[src/rtl/ppp_pkg.sv]
package ppp_pkg;

    localparam int ACC_W      = 64;
    localparam int DIM_W      = 14;
    localparam int CFG_IDX_W  = 1;
    localparam int COEF_IDX_W = 4;

    localparam logic [CFG_IDX_W-1:0] REG_SCREEN_WIDTH  = 1'd0;
    localparam logic [CFG_IDX_W-1:0] REG_SCREEN_HEIGHT = 1'd1;

    localparam logic CMD_LOAD    = 1'b0;
    localparam logic CMD_PROJECT = 1'b1;

    localparam int OP_W = 3;
    typedef logic [OP_W-1:0] mac_op_t;

    localparam mac_op_t OP_NONE   = 3'd0;
    localparam mac_op_t OP_MUL_LO = 3'd1;
    localparam mac_op_t OP_MUL_HI = 3'd2;
    localparam mac_op_t OP_SUM    = 3'd3;
    localparam mac_op_t OP_ACC    = 3'd4;
    localparam mac_op_t OP_TRANS  = 3'd5;

    typedef struct packed {
        mac_op_t op;
        logic    first;
        logic    negate;
    } mac_ctrl_t;

    localparam logic [ACC_W-1:0] ACC_MAX = {1'b0, {(ACC_W-1){1'b1}}};
    localparam logic [ACC_W-1:0] ACC_MIN = {1'b1, {(ACC_W-1){1'b0}}};

endpackage

[src/rtl/ppp_mac.sv]
module ppp_mac #(
    parameter int WORD_BITS = 32,
    parameter int FRAC_BITS = 16
) (
    input  logic                              clk,
    input  ppp_pkg::mac_ctrl_t                ctrl,
    input  logic signed [WORD_BITS-1:0]       a,
    input  logic signed [WORD_BITS-1:0]       b,
    output logic        [ppp_pkg::ACC_W-1:0]  acc,
    output logic signed [WORD_BITS-1:0]       vp
);

    localparam int LO_W  = (WORD_BITS + 1) / 2;
    localparam int MUL_W = WORD_BITS + LO_W + 1;
    localparam int SUM_W = 2 * WORD_BITS;
    localparam int BIG_W = (SUM_W > ppp_pkg::ACC_W) ? SUM_W : ppp_pkg::ACC_W + 1;
    localparam int VP_W  = SUM_W + 2;
    localparam int AW    = ppp_pkg::ACC_W;

    logic signed [LO_W:0]       op2;
    logic signed [MUL_W-1:0]    mres;
    logic signed [MUL_W-1:0]    plo_reg;
    logic signed [MUL_W-1:0]    phi_reg;
    logic signed [SUM_W-1:0]    full_reg;
    logic        [AW-1:0]       acc_reg;
    logic        [AW-1:0]       acc_next;
    logic signed [SUM_W-1:0]    sh;
    logic signed [BIG_W-1:0]    sh_big;
    logic        [AW-1:0]       prod_sat;
    logic        [AW-1:0]       addend;
    logic        [AW-1:0]       base;
    logic        [AW:0]         s_wide;
    logic signed [VP_W-1:0]     full_ext;
    logic signed [VP_W-1:0]     bias;
    logic signed [VP_W-1:0]     vt;

    // split multiply: low half unsigned, high half signed
    always_comb
    begin
        if (ctrl.op == ppp_pkg::OP_MUL_HI)
            op2 = (LO_W+1)'(signed'(b[WORD_BITS-1:LO_W]));
        else
            op2 = signed'({1'b0, b[LO_W-1:0]});
    end

    assign mres = MUL_W'(a) * MUL_W'(op2);

    // floor shift, saturate, then saturating accumulate
    assign sh       = full_reg >>> FRAC_BITS;
    assign sh_big   = BIG_W'(sh);
    assign prod_sat = (&sh_big[BIG_W-1:AW-1] || ~|sh_big[BIG_W-1:AW-1]) ? sh_big[AW-1:0] :
                      (sh_big[BIG_W-1] ? ppp_pkg::ACC_MIN : ppp_pkg::ACC_MAX);
    assign addend   = (ctrl.op == ppp_pkg::OP_TRANS) ? AW'(b) : prod_sat;
    assign base     = ctrl.first ? '0 : acc_reg;
    assign s_wide   = {base[AW-1], base} + {addend[AW-1], addend};
    assign acc_next = (s_wide[AW] == s_wide[AW-1]) ? s_wide[AW-1:0] :
                      (s_wide[AW] ? ppp_pkg::ACC_MIN : ppp_pkg::ACC_MAX);

    // viewport: +/- product plus half size, saturated to a word
    assign full_ext = VP_W'(full_reg);
    assign bias     = VP_W'(b) <<< FRAC_BITS;
    assign vt       = (ctrl.negate ? -full_ext : full_ext) + bias;
    assign vp       = (&vt[VP_W-1:WORD_BITS-1] || ~|vt[VP_W-1:WORD_BITS-1]) ?
                      vt[WORD_BITS-1:0] :
                      (vt[VP_W-1] ? {1'b1, {(WORD_BITS-1){1'b0}}} :
                                    {1'b0, {(WORD_BITS-1){1'b1}}});

    always_ff @(posedge clk)
    begin
        unique case (ctrl.op)
            ppp_pkg::OP_MUL_LO: plo_reg  <= mres;
            ppp_pkg::OP_MUL_HI: phi_reg  <= mres;
            ppp_pkg::OP_SUM:    full_reg <= (SUM_W'(phi_reg) <<< LO_W) + SUM_W'(plo_reg);
            ppp_pkg::OP_ACC,
            ppp_pkg::OP_TRANS:  acc_reg  <= acc_next;
            default:
            begin
            end
        endcase
    end

    assign acc = acc_reg;

endmodule

[src/rtl/ppp_div.sv]
module ppp_div #(
    parameter int WORD_BITS = 32,
    parameter int FRAC_BITS = 16
) (
    input  logic                              clk,
    input  logic                              rst_n,
    input  logic                              start,
    input  logic        [ppp_pkg::ACC_W-1:0]  num,
    input  logic        [ppp_pkg::ACC_W-1:0]  den,
    output logic                              busy,
    output logic                              done,
    output logic signed [WORD_BITS-1:0]       quot
);

    localparam int AW    = ppp_pkg::ACC_W;
    localparam int NUM_W = AW + FRAC_BITS;
    localparam int REM_W = AW + 2;
    localparam int Q_W   = WORD_BITS - 1;
    localparam int CNT_W = $clog2(WORD_BITS);

    logic             busy_reg;
    logic             done_reg;
    logic [CNT_W-1:0] cnt_reg;
    logic [REM_W-1:0] rem_reg;
    logic [REM_W-1:0] den_reg;
    logic [Q_W-1:0]   low_reg;
    logic [Q_W-1:0]   q_reg;
    logic             neg_reg;
    logic             ovf_reg;

    logic             neg_in;
    logic [AW-1:0]    mag_in;
    logic [NUM_W-1:0] n_full;
    logic [REM_W-1:0] rem_init;
    logic [REM_W-1:0] den_ext;
    logic [REM_W-1:0] trial;
    logic             fits;

    assign neg_in   = num[AW-1];
    assign mag_in   = neg_in ? -num : num;
    assign n_full   = {mag_in, {FRAC_BITS{1'b0}}};
    assign rem_init = REM_W'(n_full >> (WORD_BITS - 1));
    assign den_ext  = REM_W'(den);
    assign trial    = {rem_reg[REM_W-2:0], low_reg[Q_W-1]};
    assign fits     = trial >= den_reg;

    always_ff @(posedge clk or negedge rst_n)
    begin
        if (!rst_n)
        begin
            busy_reg <= 1'b0;
            done_reg <= 1'b0;
            cnt_reg  <= '0;
        end
        else
        begin
            done_reg <= busy_reg && (cnt_reg == CNT_W'(1));
            if (start)
            begin
                busy_reg <= 1'b1;
                cnt_reg  <= CNT_W'(Q_W);
            end
            else if (busy_reg)
            begin
                cnt_reg <= cnt_reg - CNT_W'(1);
                if (cnt_reg == CNT_W'(1))
                    busy_reg <= 1'b0;
            end
        end
    end

    // restoring division, one quotient bit a cycle
    always_ff @(posedge clk)
    begin
        if (start)
        begin
            rem_reg <= rem_init;
            low_reg <= n_full[Q_W-1:0];
            den_reg <= den_ext;
            neg_reg <= neg_in;
            ovf_reg <= rem_init >= den_ext;
        end
        else if (busy_reg)
        begin
            rem_reg <= fits ? trial - den_reg : trial;
            low_reg <= low_reg << 1;
            q_reg   <= {q_reg[Q_W-2:0], fits};
        end
    end

    assign busy = busy_reg;
    assign done = done_reg;
    assign quot = ovf_reg ? (neg_reg ? {1'b1, {Q_W{1'b0}}} : {1'b0, {Q_W{1'b1}}}) :
                  (neg_reg ? -{1'b0, q_reg} : {1'b0, q_reg});

endmodule

[src/rtl/perspective_point_projector.sv]
// perspective point projector
// input channel: in_valid / in_stall with command, coef_index, coef_value, pos_x/y/z
// a load request writes one column-major matrix coefficient and gives no result
// a project request gives one result on out_valid / out_stall: visible, screen_x, screen_y
// cfg_write / cfg_index / cfg_data set viewport width (index 0) and height (index 1)
// one request at a time: in_stall is high from acceptance of a project request
// until its result sits in the output register
// three matrix rows are computed on one shared split multiplier
// (two half products, a sum, an accumulate per term, plus the translation term),
// then two restoring divisions run on one subtract unit,
// then the viewport mapping runs on the same multiplier
// a point whose clip w is below the threshold finishes after the w row, not visible, at 0, 0
// a load request is written at acceptance and leaves the input free for the next request
// a stalled result holds in the output register; a finished project request
// waits for it to drain before it is loaded
// reset: matrix all zero, width 1024, height 768, no result pending
module perspective_point_projector #(
    parameter int WORD_BITS = 32,
    parameter int FRAC_BITS = 16
) (
    input  logic                                   clk,
    input  logic                                   rst_n,
    input  logic                                   cfg_write,
    input  logic        [ppp_pkg::CFG_IDX_W-1:0]   cfg_index,
    input  logic        [ppp_pkg::DIM_W-1:0]       cfg_data,
    input  logic                                   in_valid,
    output logic                                   in_stall,
    input  logic                                   command,
    input  logic        [ppp_pkg::COEF_IDX_W-1:0]  coef_index,
    input  logic signed [WORD_BITS-1:0]            coef_value,
    input  logic signed [WORD_BITS-1:0]            pos_x,
    input  logic signed [WORD_BITS-1:0]            pos_y,
    input  logic signed [WORD_BITS-1:0]            pos_z,
    output logic                                   out_valid,
    input  logic                                   out_stall,
    output logic                                   visible,
    output logic signed [WORD_BITS-1:0]            screen_x,
    output logic signed [WORD_BITS-1:0]            screen_y
);

    localparam int AW = ppp_pkg::ACC_W;
    localparam logic [AW-1:0] W_THRESH = ((64'd1 << FRAC_BITS) + 64'd9) / 64'd10;

    localparam logic [2:0] ST_IDLE = 3'd0;
    localparam logic [2:0] ST_MAC  = 3'd1;
    localparam logic [2:0] ST_DIV  = 3'd2;
    localparam logic [2:0] ST_VIEW = 3'd3;
    localparam logic [2:0] ST_DONE = 3'd4;

    logic [2:0]                     state_reg;
    logic [1:0]                     row_reg;
    logic [1:0]                     term_reg;
    logic [1:0]                     phase_reg;
    logic                           sel_reg;
    logic                           out_valid_reg;
    logic [ppp_pkg::DIM_W-1:0]      width_reg;
    logic [ppp_pkg::DIM_W-1:0]      height_reg;
    logic signed [WORD_BITS-1:0]    coef_reg [16];

    logic signed [WORD_BITS-1:0]    px_reg;
    logic signed [WORD_BITS-1:0]    py_reg;
    logic signed [WORD_BITS-1:0]    pz_reg;
    logic [AW-1:0]                  cw_reg;
    logic [AW-1:0]                  cx_reg;
    logic [AW-1:0]                  cy_reg;
    logic signed [WORD_BITS-1:0]    nx_reg;
    logic signed [WORD_BITS-1:0]    ny_reg;
    logic                           vis_reg;
    logic signed [WORD_BITS-1:0]    sx_reg;
    logic signed [WORD_BITS-1:0]    sy_reg;
    logic                           out_vis_reg;
    logic signed [WORD_BITS-1:0]    out_x_reg;
    logic signed [WORD_BITS-1:0]    out_y_reg;

    logic [1:0]                     mat_row;
    logic [ppp_pkg::COEF_IDX_W-1:0] coef_addr;
    logic signed [WORD_BITS-1:0]    coef_rd;
    logic signed [WORD_BITS-1:0]    half_w;
    logic signed [WORD_BITS-1:0]    half_h;
    ppp_pkg::mac_ctrl_t             mac_ctrl;
    logic signed [WORD_BITS-1:0]    mac_a;
    logic signed [WORD_BITS-1:0]    mac_b;
    logic [AW-1:0]                  acc;
    logic signed [WORD_BITS-1:0]    vp;
    logic                           div_start;
    logic                           div_busy;
    logic                           div_done;
    logic signed [WORD_BITS-1:0]    quot;

    logic                           accept_in;
    logic                           cap_row;
    logic                           w_low;
    logic                           vp_take;
    logic                           done_go;

    // row order w, x, y maps to matrix rows 3, 0, 1
    assign mat_row   = row_reg + 2'd3;
    assign coef_addr = {term_reg, mat_row};
    assign coef_rd   = coef_reg[coef_addr];
    assign half_w    = WORD_BITS'(width_reg[ppp_pkg::DIM_W-1:1]);
    assign half_h    = WORD_BITS'(height_reg[ppp_pkg::DIM_W-1:1]);

    assign accept_in = in_valid && (state_reg == ST_IDLE);
    assign cap_row   = (state_reg == ST_MAC) && (term_reg == 2'd3) && (phase_reg == 2'd1);
    assign w_low     = acc[AW-1] || (acc < W_THRESH);
    assign vp_take   = (state_reg == ST_VIEW) && (phase_reg == 2'd3);
    assign done_go   = (state_reg == ST_DONE) && (!out_valid_reg || !out_stall);
    assign div_start = (state_reg == ST_DIV) && (phase_reg == 2'd0);

    always_comb
    begin
        mac_ctrl.op     = ppp_pkg::OP_NONE;
        mac_ctrl.first  = 1'b0;
        mac_ctrl.negate = sel_reg;
        if (state_reg == ST_MAC)
        begin
            if (term_reg != 2'd3)
            begin
                unique case (phase_reg)
                    2'd0: mac_ctrl.op = ppp_pkg::OP_MUL_LO;
                    2'd1: mac_ctrl.op = ppp_pkg::OP_MUL_HI;
                    2'd2: mac_ctrl.op = ppp_pkg::OP_SUM;
                    2'd3: mac_ctrl.op = ppp_pkg::OP_ACC;
                endcase
                mac_ctrl.first = (term_reg == 2'd0);
            end
            else if (phase_reg == 2'd0)
                mac_ctrl.op = ppp_pkg::OP_TRANS;
        end
        else if (state_reg == ST_VIEW)
        begin
            unique case (phase_reg)
                2'd0: mac_ctrl.op = ppp_pkg::OP_MUL_LO;
                2'd1: mac_ctrl.op = ppp_pkg::OP_MUL_HI;
                2'd2: mac_ctrl.op = ppp_pkg::OP_SUM;
                2'd3: mac_ctrl.op = ppp_pkg::OP_NONE;
            endcase
        end
    end

    always_comb
    begin
        if (state_reg == ST_VIEW)
        begin
            mac_a = sel_reg ? ny_reg : nx_reg;
            mac_b = sel_reg ? half_h : half_w;
        end
        else
        begin
            priority if (term_reg == 2'd0)
                mac_a = px_reg;
            else if (term_reg == 2'd1)
                mac_a = py_reg;
            else
                mac_a = pz_reg;
            mac_b = coef_rd;
        end
    end

    ppp_mac #(
        .WORD_BITS (WORD_BITS),
        .FRAC_BITS (FRAC_BITS)
    ) u_mac (
        .clk  (clk),
        .ctrl (mac_ctrl),
        .a    (mac_a),
        .b    (mac_b),
        .acc  (acc),
        .vp   (vp)
    );

    ppp_div #(
        .WORD_BITS (WORD_BITS),
        .FRAC_BITS (FRAC_BITS)
    ) u_div (
        .clk   (clk),
        .rst_n (rst_n),
        .start (div_start),
        .num   (sel_reg ? cy_reg : cx_reg),
        .den   (cw_reg),
        .busy  (div_busy),
        .done  (div_done),
        .quot  (quot)
    );

    always_ff @(posedge clk or negedge rst_n)
    begin
        if (!rst_n)
        begin
            state_reg     <= ST_IDLE;
            row_reg       <= 2'd0;
            term_reg      <= 2'd0;
            phase_reg     <= 2'd0;
            sel_reg       <= 1'b0;
            out_valid_reg <= 1'b0;
            width_reg     <= ppp_pkg::DIM_W'(1024);
            height_reg    <= ppp_pkg::DIM_W'(768);
            for (int i = 0; i < 16; i++)
                coef_reg[i] <= '0;
        end
        else
        begin
            if (cfg_write)
            begin
                unique case (cfg_index)
                    ppp_pkg::REG_SCREEN_WIDTH:  width_reg  <= cfg_data;
                    ppp_pkg::REG_SCREEN_HEIGHT: height_reg <= cfg_data;
                endcase
            end

            if (done_go)
                out_valid_reg <= 1'b1;
            else if (out_valid_reg && !out_stall)
                out_valid_reg <= 1'b0;

            unique case (state_reg)
                ST_IDLE:
                begin
                    if (accept_in)
                    begin
                        if (command == ppp_pkg::CMD_LOAD)
                            coef_reg[coef_index] <= coef_value;
                        else
                        begin
                            state_reg <= ST_MAC;
                            row_reg   <= 2'd0;
                            term_reg  <= 2'd0;
                            phase_reg <= 2'd0;
                        end
                    end
                end
                ST_MAC:
                begin
                    if (term_reg != 2'd3)
                    begin
                        phase_reg <= phase_reg + 2'd1;
                        if (phase_reg == 2'd3)
                            term_reg <= term_reg + 2'd1;
                    end
                    else if (phase_reg == 2'd0)
                        phase_reg <= 2'd1;
                    else
                    begin
                        phase_reg <= 2'd0;
                        term_reg  <= 2'd0;
                        if (row_reg == 2'd0 && w_low)
                            state_reg <= ST_DONE;
                        else if (row_reg == 2'd2)
                        begin
                            state_reg <= ST_DIV;
                            sel_reg   <= 1'b0;
                        end
                        else
                            row_reg <= row_reg + 2'd1;
                    end
                end
                ST_DIV:
                begin
                    if (phase_reg == 2'd0)
                        phase_reg <= 2'd1;
                    else if (div_done)
                    begin
                        phase_reg <= 2'd0;
                        if (sel_reg)
                        begin
                            state_reg <= ST_VIEW;
                            sel_reg   <= 1'b0;
                        end
                        else
                            sel_reg <= 1'b1;
                    end
                end
                ST_VIEW:
                begin
                    phase_reg <= phase_reg + 2'd1;
                    if (phase_reg == 2'd3)
                    begin
                        if (sel_reg)
                            state_reg <= ST_DONE;
                        else
                            sel_reg <= 1'b1;
                    end
                end
                ST_DONE:
                begin
                    if (done_go)
                        state_reg <= ST_IDLE;
                end
                default: state_reg <= ST_IDLE;
            endcase
        end
    end

    always_ff @(posedge clk)
    begin
        if (accept_in && command == ppp_pkg::CMD_PROJECT)
        begin
            px_reg <= pos_x;
            py_reg <= pos_y;
            pz_reg <= pos_z;
        end
        if (cap_row)
        begin
            unique case (row_reg)
                2'd0:    cw_reg <= acc;
                2'd1:    cx_reg <= acc;
                default: cy_reg <= acc;
            endcase
            if (row_reg == 2'd0 && w_low)
            begin
                vis_reg <= 1'b0;
                sx_reg  <= '0;
                sy_reg  <= '0;
            end
        end
        if (div_done)
        begin
            if (sel_reg)
                ny_reg <= quot;
            else
                nx_reg <= quot;
        end
        if (vp_take)
        begin
            vis_reg <= 1'b1;
            if (sel_reg)
                sy_reg <= vp;
            else
                sx_reg <= vp;
        end
        if (done_go)
        begin
            out_vis_reg <= vis_reg;
            out_x_reg   <= sx_reg;
            out_y_reg   <= sy_reg;
        end
    end

    assign in_stall  = state_reg != ST_IDLE;
    assign out_valid = out_valid_reg;
    assign visible   = out_vis_reg;
    assign screen_x  = out_x_reg;
    assign screen_y  = out_y_reg;

    assert property (@(posedge clk) disable iff (!rst_n)
        div_done |-> state_reg == ST_DIV)
        else $error("divider finished outside the divide phase");

    assert property (@(posedge clk) disable iff (!rst_n)
        div_start |-> !div_busy)
        else $error("divider restarted while busy");

    assert property (@(posedge clk) disable iff (!rst_n)
        (accept_in && command == ppp_pkg::CMD_PROJECT) |=> in_stall)
        else $error("project request did not hold off the input");

    assert property (@(posedge clk) disable iff (!rst_n)
        (accept_in && command == ppp_pkg::CMD_LOAD && !out_valid_reg) |=> !out_valid_reg)
        else $error("load request produced a result");

    assert property (@(posedge clk) disable iff (!rst_n)
        (out_valid_reg && !out_vis_reg) |-> (out_x_reg == '0 && out_y_reg == '0))
        else $error("hidden point with nonzero coordinates");

endmodule
[config.mk]
export PLATFORM = sky130hd
export DESIGN_NAME = perspective_point_projector
export DESIGN_NICKNAME = d
export VERILOG_FILES = /design/src/rtl/ppp_pkg.sv /design/src/rtl/ppp_mac.sv /design/src/rtl/ppp_div.sv /design/src/rtl/perspective_point_projector.sv
export SDC_FILE = /design/constraint.sdc
export NUM_CORES = 2
export LEC_CHECK = 0
export BUFFER_PORTS_ARGS = -buffer_cell sky130_fd_sc_hd__buf_2
export CAP_MARGIN = 20
export CELL_PAD_IN_SITES_DETAIL_PLACEMENT = 1
export CELL_PAD_IN_SITES_GLOBAL_PLACEMENT = 2
export CORE_MARGIN = 2
export CORE_UTILIZATION = 47
export DETAILED_ROUTE_END_ITERATION = 7
export HOLD_SLACK_MARGIN = 0.12
export PLACE_DENSITY = 0.87
export SLEW_MARGIN = 10
export SYNTH_ARGS = -nofsm -noshare
export SYNTH_HDL_FRONTEND = slang
export SYNTH_SLANG_ARGS = --single-unit
[constraint.sdc]
create_clock -name clk -period 16.4 [get_ports clk]
set_clock_uncertainty 0.1 [all_clocks]
set_input_delay 0.82 -clock clk [delete_from_list [all_inputs] [get_ports clk]]
set_output_delay 0.82 -clock clk [all_outputs]
set_load 0.01 [all_outputs]
==> metrics.md <==
| Metric | Value |
|---|---|
| Status | `complete, no violations` |
| Die Y | `451 um` |
| Largest net degree at the start of global routing | `196` |
| Antenna violations before repair | `20` |
| Final hold vios | `0` |
| Crit-path slowest cell | `a2111oi_0` |
| Seq/Total Area, Yosys | `0.423` |
| Post-layout min period | `12.43 ns` |
| Final setup vio count | `0` |
| Final wirelength | `293000 um` |
| CTS tree | `yes` |
| RSZ-0062 raised after global routing | `no` |
| Starting Density | `0.474` |
| Port Buf Inserts | `218` |
| Crit path top cell by count | `fa_1` |
| Pin slew with the least headroom to its limit | `1.18 ns` |
| Setup crit end kind | `flip-flop` |
| Via count | `66800` |
| Yosys reg bits | `1440` |
| Clk buf depth | `3` |
| Clock Tree Root | `clkbuf_16` |
| Worst min path class | `in -> reg` |
| Area Growth Syn to Fin | `11.1%` |
| Fmax | `80.5 MHz` |
| Yosys warns | `0` |
| Worst EP required | `16.84 ns` |
| TNS Setup | `0 ns` |
| Die Wd | `451 um` |
| DR iter-0 viols | `4796` |
| Rows | `163` |
| Worst-path maximum fanout | `53` |
| Cells after DPL | `10900` |
| CTS buffer count | `155` |
| CP delay by family, top | `adder cells` |
| Max reg flops | `512` |
| Synth async-reset ratio | `0.386` |
| Core area | `0.198 sq mm` |
| Delay of the slowest critical-path stage | `0.93 ns` |
| Total Die Area | `0.203 sq mm` |
| Fin cells | `11300` |
| Slew Viols, Final | `0` |
| Final ANT Viol Nets | `0` |
| Layout cells sized above 1 | `0.164` |
| Syn_nets | `9442` |
| Levels on crit path | `26` |
| H-Tree Depth | `4` |
| Maxcap violations | `0` |
| Drt pass-1 iters | `6` |
| Main flop type after synthesis | `edfxtp_1` |
| Util after Layout | `0.527` |
| Critical Path Start Type | `flip-flop` |
| Grt ovf | `0` |
| Clock Pin Slew Worst Setup and Hold Paths | `0.06 ns` |
| Worst setup path class | `reg -> reg` |
| I/O pin cnt | `220` |
| Cell variety after synth | `106` |
| Global-route wire length before repair | `448000 um` |
| Hold path depth | `2` |
| Max_slew headroom | `0.206` |
| Post-CTS sizing | `0` |
| Detailed-route wire length per cell | `25.9 um` |
| Vias in the first global route | `72200` |
| Avg Cell Area, Syn | `11.2 sq um` |
| Post-synth EDFFs | `803` |
| Worst-skew pair later-pin latency | `0.83 ns` |
| # clock sinks | `1440` |
| R2R cell count | `26` |
| Residual DRC | `0` |
| Final net count | `9634` |
| Gate Count Post-Synth | `8358` |
| Worst path bufs/invs | `5` |
| Worst Path Arrival | `12.86 ns` |
| DP HPWL | `210000 um` |
| Placer congestion estimate | `0.938` |
| All-Layer GR Usage | `0.288` |
| Post-synthesis cell area | `0.0938 sq mm` |
| Vias per std cell | `5.89` |
| Fin crit share | `0.758` |
synthesized netlist by cell type, types with 58 or more instances:
master / n / area [sq um]
edfxtp_1: 803 / 24100
inv_1: 794 / 2980
nand2_1: 719 / 2700
mux2_2: 561 / 6320
nor2_1: 559 / 2100
dfrtp_1: 553 / 13800
fa_1: 525 / 10500
ha_1: 406 / 5080
a21oi_1: 384 / 1920
o21ai_0: 330 / 1650
clkbuf_1: 318 / 1190
xnor2_1: 255 / 2230
a21o_1: 225 / 1690
mux4_2: 159 / 3580
mux2i_1: 143 / 1430
nor2b_1: 127 / 795
xor2_1: 118 / 1030
nand3_1: 92 / 460
nor3_1: 92 / 460
nand2b_1: 86 / 538
a31oi_1: 85 / 532
dfxtp_1: 81 / 1620
o21a_1: 69 / 518
a221o_1: 63 / 631
nand4_1: 58 / 363
stage by stage:
step / setup slack, ns / cell area, sq um / hold slack [ns]
after floorplan: 5.18 / 93800 / 0.300
after global placement: 4.21 / 97800 / 0.302
after detailed placement: 3.99 / 97800 / 0.305
after CTS: 3.94 / 104000 / 0.211
after global routing: 3.37 / 104000 / 0.230
final: 3.97 / 104000 / 0.274
placed cells by master (no fill, tap or decap), drive strengths merged, types with 43 or more instances in the layout:
| cell | count |
|---|---|
| and2 | 43 |
| nor4 | 54 |
| a221o | 63 |
| nor3 | 92 |
| inv | 800 |
| a21oi | 387 |
| mux2i | 143 |
| clkbuf | 205 |
| o31ai | 49 |
| nand4 | 59 |
| nand2 | 719 |
| fa | 525 |
| edfxtp | 803 |
| nor2 | 562 |
| mux2 | 561 |
| o21ai | 366 |
| ha | 406 |
| nor2b | 127 |
| dlygate4sd3 | 99 |
| nand2b | 86 |
| xor2 | 118 |
| mux4 | 159 |
| and3 | 43 |
| o21a | 69 |
| xnor2 | 256 |
| dfrtp | 553 |
| clkinv | 58 |
| dfxtp | 81 |
| buf | 344 |
| nand3 | 92 |
| a31oi | 85 |
| a21o | 226 |
layer usage:
| layer | vias to the layer above | GRT usage | routed length (um) |
|---|---|---|---|
| met5 | - | 0 | 57 |
| met4 | 10 | 0.118 | 12000 |
| met3 | 471 | 0.0390 | 15200 |
| met2 | 1785 | 0.480 | 142000 |
| met1 | 34700 | 0.378 | 124000 |
| li1 | 29800 | - | - |
layout make-up:
type | count | area, sq um
Multi-Input combinational cell | 5713 | 49800
Antenna cell | 14 | 35.0
Inverter | 797 | 2990
Fill cell | 20700 | 93700
Timing Repair Buffer | 443 | 3140
Tap cell | 2640 | 3300
Clock buffer | 205 | 4300
Clock inverter | 80 | 927
Sequential cell | 1440 | 39700
what timing repair did:
item,CTS,global route
endpoints found under the hold margin,209,0
setup buffers,0,0
hold buffers,99,0
worst paths after layout:
check	slack, ns	startpoint	to
hold reg to reg	0.32	u_mac.plo_reg[1]	u_mac.full_reg[1]
min in group asynchronous	0.70	rst_n	u_div.busy
hold / removal	0.27	cfg_data[8]	width_reg[8]
max in group asynchronous	13.25	rst_n	coef_reg[170]
setup / recovery	3.97	row_reg[0]	u_mac.plo_reg[41]
setup reg to reg	3.97	row_reg[0]	u_mac.plo_reg[41]
cell families (layout without fill, tap and decap cells):
kind of cell / Yosys count / after routing / synth area share
buf+inv: 1205 / 1525 / 0.0492
simple gates: 2022 / 2022 / 0.101
mux: 863 / 863 / 0.121
other cells: 0 / 14 / 0
flops: 1440 / 1440 / 0.423
fa+ha+maj: 936 / 936 / 0.167
compound gates: 1518 / 1518 / 0.105
xor+xnor: 374 / 374 / 0.0350
Power is not shown: default switching activity piles up to over one toggle a cycle in this logic, so the estimate is an artifact.
